`src/sv/pli_pkg.sv`:
```
// Shared types, widths and codes for the positional list block.
// No dependencies; every other file uses this package by scoped names.
package pli_pkg;

    localparam int DEPTH       = 64;   // list capacity, 2 to 64
    localparam int DATA_W      = 32;
    localparam int OP_W        = 2;
    localparam int POS_W       = 7;
    localparam int ST_W        = 2;
    localparam int ENTRY_IDX_W = 6;
    localparam int CNT_W       = $clog2(DEPTH + 1);
    localparam int IDX_W       = $clog2(DEPTH);

    // command opcodes
    localparam logic [OP_W-1:0] OP_INSERT  = 2'd0;
    localparam logic [OP_W-1:0] OP_DELETE  = 2'd1;
    localparam logic [OP_W-1:0] OP_UPDATE  = 2'd2;
    localparam logic [OP_W-1:0] OP_DISPLAY = 2'd3;

    // result status
    localparam logic [ST_W-1:0] ST_OK    = 2'd0;
    localparam logic [ST_W-1:0] ST_BAD   = 2'd1;
    localparam logic [ST_W-1:0] ST_FULL  = 2'd2;
    localparam logic [ST_W-1:0] ST_EMPTY = 2'd3;

    // per-cell operation broadcast along the chain
    localparam logic [2:0] CELL_HOLD   = 3'd0;
    localparam logic [2:0] CELL_INSERT = 3'd1;
    localparam logic [2:0] CELL_DELETE = 3'd2;
    localparam logic [2:0] CELL_UPDATE = 3'd3;
    localparam logic [2:0] CELL_ROTATE = 3'd4;

    typedef struct packed {
        logic [2:0]        op;
        logic [POS_W-1:0]  pos;
        logic [POS_W-1:0]  count;
        logic [DATA_W-1:0] value;
    } pli_ctl_t;

endpackage

```
`src/sv/pli_cell.sv`:
```
// One list slot: holds an entry and takes its neighbor's value on shifts.
// Depends on pli_pkg.
module pli_cell
(
    input  logic                       clk,
    input  pli_pkg::pli_ctl_t          ctl,
    input  logic [pli_pkg::POS_W-1:0]  idx,
    input  logic [pli_pkg::DATA_W-1:0] left_data,
    input  logic [pli_pkg::DATA_W-1:0] right_data,
    input  logic [pli_pkg::DATA_W-1:0] head_data,
    output logic [pli_pkg::DATA_W-1:0] data
);

    logic [pli_pkg::DATA_W-1:0] data_reg;
    logic [pli_pkg::DATA_W-1:0] data_next;
    logic [pli_pkg::POS_W-1:0]  idx_p1;

    assign idx_p1 = idx + pli_pkg::POS_W'(1);

    always_comb
    begin
        data_next = data_reg;
        case (ctl.op)
            pli_pkg::CELL_INSERT:
            begin
                if (idx == ctl.pos)
                    data_next = ctl.value;
                else if (idx > ctl.pos && idx <= ctl.count)
                    data_next = left_data;
            end
            pli_pkg::CELL_DELETE:
            begin
                if (idx >= ctl.pos && idx_p1 < ctl.count)
                    data_next = right_data;
            end
            pli_pkg::CELL_UPDATE:
            begin
                if (idx == ctl.pos)
                    data_next = ctl.value;
            end
            pli_pkg::CELL_ROTATE:
            begin
                // live entries circulate toward the head, head wraps to the tail
                if (idx_p1 < ctl.count)
                    data_next = right_data;
                else if (idx_p1 == ctl.count)
                    data_next = head_data;
            end
            default:
                data_next = data_reg;
        endcase
    end

    always_ff @(posedge clk)
    begin
        data_reg <= data_next;
    end

    assign data = data_reg;

endmodule

```
`config.mk`:
```
export PLATFORM = sky130hd
export DESIGN_NAME = pli_cell
export DESIGN_NICKNAME = d
export VERILOG_FILES = /design/src/sv/pli_pkg.sv /design/src/sv/pli_cell.sv
export SDC_FILE = /design/constraint.sdc
export NUM_CORES = 1
export LEC_CHECK = 0
export ABC_AREA = 1
export BUFFER_PORTS_ARGS = -buffer_cell sky130_fd_sc_hd__clkbuf_2
export CAP_MARGIN = 10
export CORE_MARGIN = 8
export CORE_UTILIZATION = 45
export CTS_CLUSTER_DIAMETER = 150
export DETAILED_ROUTE_END_ITERATION = 8
export GPL_TIMING_DRIVEN = 0
export PLACE_DENSITY = 0.83
export SLEW_MARGIN = 20
export SYNTH_ARGS = -nofsm -noshare
export SYNTH_HDL_FRONTEND = slang
export SYNTH_SLANG_ARGS = --single-unit
export TNS_END_PERCENT = 100
```
`constraint.sdc`:
```
create_clock -name clk -period 5.9 [get_ports clk]
set_input_delay 0.885 -clock clk [delete_from_list [all_inputs] [get_ports clk]]
set_output_delay 0.885 -clock clk [all_outputs]
set_load 0.01 [all_outputs]
```
# [Word level (Yosys, flattened, before mapping)]
# Index checks and enable logic that the tools add are counted.
# W data, S select, Z words.
[totals] mem_bits_ro=0 regBits=32 in_bits=153 mem_count=0 latch_bits=0 out_inout_bits=32 word_cells=27 ramBits=0
[classes] mul=0 n_mux=7 n_reduce_logical=4 n_eq_ne=10 shift=0 bitwise=0 div=0 add_sub_neg=1 order_cmp=4
[op_table] operator="$mux W32" count=6
[op_table] operator="$pmux W32 S4" count=1
[op_table] operator="$eq A7 B7 Y1" count=2
[op_table] operator="$add A7 B1 Y7 const B" count=1
[op_table] operator="$ge A7 B7 Y1" count=1
[op_table] operator="$gt A7 B7 Y1" count=1
[op_table] operator="$le A7 B7 Y1" count=1
[op_table] operator="$lt A7 B7 Y1" count=1
[op_table] operator="$eq A3 B2 Y1 const B" count=2
[op_table] operator="$ne A3 B3 Y1 const B" count=2
[op_table] operator="$reduce_and A5 Y1" count=1
[op_table] operator="$ne A2 B2 Y1 const B" count=2
[op_table] operator="$reduce_bool A4 Y1" count=1
[op_table] operator="$eq A3 B1 Y1 const B" count=1
[op_table] operator="$eq A3 B3 Y1 const B" count=1
[op_table] operator="$logic_and A1 B1 Y1" count=2

# [Logic depth before layout (Yosys ltp)]
# Gate-level depths: netlist of run 1.
[depth] word_depth=5 ltp_mapped=16 ltp_nobuf=15

# [Worst setup path before layout of run 1]
# OpenSTA, ideal clock, no wires.
[synth_path] kind="input to register" startpoint="input idx[0] in the netlist's numbering" endpoint="register data_reg (netlist bit data[0]) (enable)" path_stages=15 setup_slack_ns=1.725 t_required_ns=5.478 n_path_buf=0 arrival_time_ns=3.754 setup_ns=0.422 cell_sequence="ha_1 -> nand3_1 -> nand3b_1 -> xor2_1 -> inv_1 -> ha_1 -> nand2_1 -> inv_1 -> nand2_1 -> nand2_1 -> inv_1 -> nand2_2 -> a21oi_1 -> nand2_1 -> nor2_1"
[synth_via] elab_chain_len=5 elab_cells_between_ends=14 classes_between="1 x add/sub; 4 x order compare; 6 x eq/ne; 3 x reduce/logical"
[synth_rtl] element="start: declaration" line_no="pli_cell.sv:7" rtl="input logic [pli_pkg::POS_W-1:0] idx,"
[synth_rtl] element="$add A7 B1 Y7" line_no="pli_cell.sv:18" rtl="assign idx_p1 = idx + pli_pkg::POS_W'(1);"
[synth_rtl] element="$lt A7 B7 Y1" line_no="pli_cell.sv:33, pli_cell.sv:44"
[synth_rtl] element="$logic_and A1 B1 Y1" line_no="pli_cell.sv:33" rtl="if (idx >= ctl.pos && idx_p1 < ctl.count)"
[synth_rtl] element="$ne A2 B2 Y1 (no source line)"
[synth_rtl] element="$reduce_and A5 Y1 (no source line) (*)"
[synth_rtl] element="end signal: assignment" line_no="pli_cell.sv:56" rtl="data_reg <= data_next;"
[synth_rtl] element="end: declaration" line_no="pli_cell.sv:14" rtl="logic [pli_pkg::DATA_W-1:0] data_reg;"
# Every way passes the cells marked *; elsewhere a longest branch is shown, timed or not.
# A chain may end at the register's enable or synchronous reset.

# [Worst setup path after layout of run 1]
[layout_path] startpoint="input idx[0] in the netlist's numbering" endpoint="register data_reg (netlist bit data[14]) (enable)"
# Same word-level chain as after synthesis.

==> results.json, run 1 <==
{
  "status": "finished clean",
  "fin_setup_tns_ns": 0,
  "synth_area_per_cell_um2": 7.524,
  "ys_seq_elements": 32,
  "grt_pass1_vias": 4001,
  "antenna_found_initial": 0,
  "cts_buffers": 5,
  "placed_cells": 734,
  "areaGrowthSynthToFinish_pct": 33.92,
  "num_antenna_cells": 0,
  "cts_sinks": 32,
  "dieArea_mm2": 0.01056,
  "end_kind": "register",
  "instances_no_fill": 741,
  "cp-start-kind": "input pin",
  "syn_nets": 625,
  "die_h_um": 102.7,
  "cap_violations": 0,
  "dpl.hpwl_um": 9587,
  "grtUsageTotal_pct": 22.32,
  "tightest_slew_ns": 0.5807,
  "numPortBuffers": 184,
  "synth_top_area_share_pct": 28.38,
  "ys_seq_area_share_pct": 28.38,
  "p_per_area_mw_per_mm2": 169.4,
  "cts_resized": 0,
  "async_reset_ff_share_pct": 0,
  "synthCells": 450,
  "cp.required_ns": 5.88,
  "setup_viol": 0,
  "max_freq_mhz": 299.0,
  "io_pins": 185,
  "path_class": "input pin to register",
  "cts_buffer_depth": 2,
  "clockRootBuffer": "clkbuf_8",
  "post-route-drc-count": 0,
  "gp_congestion": 0.8498,
  "yosysTopAreaCell": "edfxtp_1",
  "critPathMaxFanout": 24,
  "p_leak_nw": 2.310,
  "overflow": 0,
  "initial_utilization_pct": 46.68,
  "min_period_over_period_pct": 56.68,
  "grt_pass1_wl_um": 18690,
  "ff_latch_area_um2": 960.9,
  "drive_above_1_share_pct": 35.36,
  "syn_area_mm2": 0.003386,
  "first_pass_iters": 4,
  "postCtsSetupBuffers": 0,
  "hold_violations": 0,
  "synth_edf_count": 32,
  "vias": 3936,
  "max_slew_margin_pct": 61.29,
  "ir_worst_vdd_mv": 0.07829,
  "clk_pin_slew_ns": 0.07,
  "multiInputGateArea_mm2": 0.002018,
  "vias_per_cell": 5.312,
  "hold_class": "input pin to register",
  "grt_start_max_net_pins": 25,
  "yosysUniqueCellTypes": 25,
  "synth_area_leaders": "edfxtp_1 (28%), nand3_1 (10%), ha_1 (8.1%)",
  "die-width_um": 102.7,
  "cts_tree": "built",
  "rsz0062_at_grt": "false",
  "drtAntennaViolNets": 0,
  "arrival_ns": 3.33,
  "yosysWarnings": 0,
  "cts_hold_buffers": 0,
  "fillers": 692,
  "drt_wl_total_um": 12130,
  "layout.nets": 817,
  "drtIter0Drc": 218,
  "routedWlPerCell_um": 16.37,
  "num_rows": 31,
  "core-area_mm2": 0.007253,
  "largest_register_ffs": 32,
  "ys.flop_type": "edfxtp_1",
  "maxSlewViolCount": 0,
  "finalCriticalPeriod_ns": 3.344,
  "htreeDepth": 2
}
==> synth_stat cells (6+ instances only) <==
library cell / n
nand2_1: 71
nand3_1: 71
inv_1: 66
nand3b_1: 36
a22oi_1: 32
edfxtp_1: 32
o211ai_1: 32
or2_1: 27
ha_1: 22
buf_2: 14
a21oi_1: 9
nor2_1: 6
==> path summary, 6_finish.rpt <==
kind,start,endpoint,slack [ns],cells after the start
hold / removal,right_data[23],data[23],0.92,3
setup / recovery,idx[0],data[14],2.56,17
==> placed cells by master, fill, tap and decap left out, drive strengths merged <==
cell,Yosys,final
clkinv,0,2
xor2,4,4
nand3b,36,36
nand2,73,73
or2,32,32
a22oi,32,32
clkbuf,4,193
ha,22,22
xnor2,1,1
nor2,8,8
buf,23,24
edfxtp,32,32
a21oi,10,10
inv,69,69
o211ai,32,32
nand3,72,72
==> per-stage QoR <==
step	area [um^2]	setup slack (ns)	utilization, %	power, mW	hold WS [ns]
4_1_cts	4534	2.536	62.52	0.7756	0.9083
6_report	4534	2.556	62.52	0.7679	0.9227
5_1_grt	4534	2.264	62.52	0.8180	0.9209
2_1_floorplan	3386	1.725	-	0.4736	1.102
3_3_place_gp	4431	0.5672	61.08	0.5984	1.202
3_5_place_dp	4458	2.246	61.46	0.6096	1.211
==> cell families (layout without fill, tap and decap cells) <==
kind of cell	Yosys count	after routing	share of synthesized area (%)
flops	32	32	28.38
buf+inv	96	288	12.23
xor+xnor	5	5	1.293
simple gates	221	221	33.96
compound gates	74	74	16.00
fa+ha+maj	22	22	8.130
==> cell type report <==
class                           count  share of cell area, %
Tap cell                           99                  2.732
Inverter                           69                  5.712
Timing Repair Buffer              185                  20.75
Sequential cell                    32                  21.19
Buffer                             27                  3.422
Clock inverter                      2                 0.1656
Clock buffer                        5                  1.518
Multi-Input combinational cell    322                  44.51
==> per-layer routing <==
| metal | wire length [um] | track usage [%] | vias to the layer above | share of wire (%) |
|---|---|---|---|---|
| met2 | 5960 | 39.06 | 207 | 49 |
| met5 | 0 | 0 | - | 0 |
| li1 | - | - | 1945 | - |
| met4 | 178 | 6.674 | 0 | 1.5 |
| met1 | 4727 | 26.69 | 1769 | 39 |
| met3 | 1265 | 4.794 | 15 | 10 |
==> critical path, cell delays in order <==
cell,delay (ns)
clkbuf_2,0.12
ha_1,0.18
nand3_1,0.12
nand3b_1,0.19
xor2_1,0.14
inv_1,0.06
ha_1,0.28
nand2_1,0.10
inv_1,0.04
nand2_1,0.05
nand2_1,0.06
inv_1,0.16
nand2_2,0.14
a21oi_1,0.15
nand2_1,0.10
nor2_4,0.29
buf_12,0.24
==> power breakdown <==
part | internal [mW] | total [mW] | leakage, nW | switching (mW)
sequential | 0.294 | 0.305 | 0.299 | 0.0105
clock | 0.0780 | 0.164 | 0.0391 | 0.0856
combinational | 0.132 | 0.299 | 1.97 | 0.167
No activity file was read; power rests on OpenSTA's default activity.
==> run 2: changes to the inputs <==
Clock period 5.9 ns to 3.4 ns, I/O delays scaled along.
==> run 2 against run 1 <==
Sequential share of layout area fell by 0.052 points. Clock power grew 74%. Count of clock-buffer cells in the layout rose by 2. Sequential power rose by 74%. Core utilization up 0.16 points. Critical endpoint is now data[16]. First-iteration DRC count fell by 2.8%. Highest routed layer unchanged. Largest power group unchanged.
==> results.json, run 2 (synthesized netlist as in run 1, its figures left out) <==
{
  "status": "finished clean",
  "cts_resized": 0,
  "dieArea_mm2": 0.01056,
  "cts_buffers": 5,
  "cp-start-kind": "input pin",
  "cts_tree": "built",
  "path_class": "input pin to register",
  "drive_above_1_share_pct": 35.30,
  "drtIter0Drc": 212,
  "min_from": "right_data[25]",
  "p_per_area_mw_per_mm2": 296.2,
  "gp_congestion": 0.8341,
  "finalCriticalPeriod_ns": 3.134,
  "cts_sinks": 32,
  "whs_path_depth": 3,
  "drt_wl_total_um": 12440,
  "areaGrowthSynthToFinish_pct": 34.26,
  "p_leak_nw": 2.314,
  "layout.nets": 817,
  "layout_commonest_cell": "clkbuf_2",
  "arrival_ns": 3.13,
  "initial_utilization_pct": 46.68,
  "die_h_um": 102.7,
  "tightest_slew_ns": 0.5613,
  "num_antenna_cells": 0,
  "rsz0062_at_grt": "false",
  "instances_no_fill": 742,
  "routedWlPerCell_um": 16.76,
  "postCtsSetupBuffers": 0,
  "ir_worst_vdd_mv": 0.1674,
  "critPathMaxFanout": 18,
  "worst_slack_ns": 0.2659,
  "htreeDepth": 2,
  "dpl.hpwl_um": 9739,
  "cts_hold_buffers": 0,
  "hold_violations": 0,
  "cp.required_ns": 3.39,
  "clk_pin_slew_ns": 0.07,
  "post-route-drc-count": 0,
  "grt_pass1_wl_um": 19500,
  "core-area_mm2": 0.007253,
  "grt_start_max_net_pins": 19,
  "cap_violations": 0,
  "drtAntennaViolNets": 0,
  "num_rows": 31,
  "first_pass_iters": 7,
  "overflow": 0,
  "die-width_um": 102.7,
  "max_slew_margin_pct": 62.49,
  "end_kind": "register",
  "whs_endpoint": "data[25]",
  "io_pins": 185,
  "vias_per_cell": 5.379,
  "final_util_pct": 62.67,
  "pre_cts_slack_ns": -0.005792,
  "grt_pass1_vias": 4272,
  "numPortBuffers": 184,
  "max_freq_mhz": 319.1,
  "vias": 3991,
  "clockRootBuffer": "clkbuf_8",
  "post_dp_cell_area_mm2": 0.004466,
  "fillers": 689,
  "fin_setup_tns_ns": 0,
  "setup_viol": 0,
  "placed_cells": 734,
  "grtUsageTotal_pct": 23.22,
  "antenna_found_initial": 0,
  "min_period_over_period_pct": 92.18,
  "largest_register_ffs": 32,
  "cts_buffer_depth": 2,
  "hold_class": "input pin to register",
  "final_area_mm2": 0.004546,
  "final_cell_mix": "clkbuf_2 (186), nand3_1 (71), nand2_1 (71), inv_1 (66), nand3b_1 (36)",
  "maxSlewViolCount": 0
}
==> run 2: power breakdown <==
group | internal [mW] | switching (mW)
clock | 0.143 | 0.144
combinational | 0.231 | 0.297
sequential | 0.512 | 0.0202
total | 0.886 | 0.461
==> run 2: worst max-delay path by stage <==
| stage | start | endpoint | slack, ns | depth (start not counted) |
|---|---|---|---|---|
| floorplan | idx[0] | data[0] | 0.13 | 15 |
| global placement | idx[1] | data[29] | -0.72 | 16 |
| detailed placement | idx[0] | data[29] | -0.006 | 17 |
| CTS | idx[0] | data[9] | 0.28 | 17 |
| global route | idx[0] | data[2] | 0.03 | 17 |
| finish | idx[1] | data[16] | 0.27 | 17 |
==> run 2: layout make-up <==
type / count / area, um^2 / share of cell area (%)
plain buffers: 27 / 155.1 / 3.413
clock buffers: 7 / 76.32 / 1.679
clock inverters: 1 / 3.754 / 0.08258
well taps: 99 / 123.9 / 2.725
inverters: 69 / 259.0 / 5.698
multi-input cells: 322 / 2018 / 44.40
repair buffers: 185 / 948.4 / 20.86
flip-flops and latches: 32 / 960.9 / 21.14
==> run 2: layer usage <==
layer,routed length (um),global-route usage [%],up-vias
li1,-,-,1945
met2,6277,42.46,229
met3,1202,4.456,16
met4,201,8.676,0
met5,0,0,-
met1,4755,26.01,1801
==> run 2: through the flow <==
step	power (mW)	hold WS, ns
after global routing	1.426	0.5718
after floorplan	0.8216	0.7267
after global placement	1.037	0.8246
final	1.346	0.5460
after detailed placement	1.066	0.8339
after CTS	1.350	0.5434
==> run 2: worst max-delay path: stages <==
cell and delay, ns:
clkbuf_2 0.12, ha_1 0.19, nand3_1 0.12, nand3b_1 0.19, xor2_1 0.13, inv_1 0.05, ha_1 0.28, nand2_1 0.10
inv_1 0.05, nand2_1 0.05, nand2_1 0.06, inv_1 0.18, nand2_2 0.15, a21oi_1 0.16, nand2_1 0.10, nor2_4 0.45
buf_16 0.23
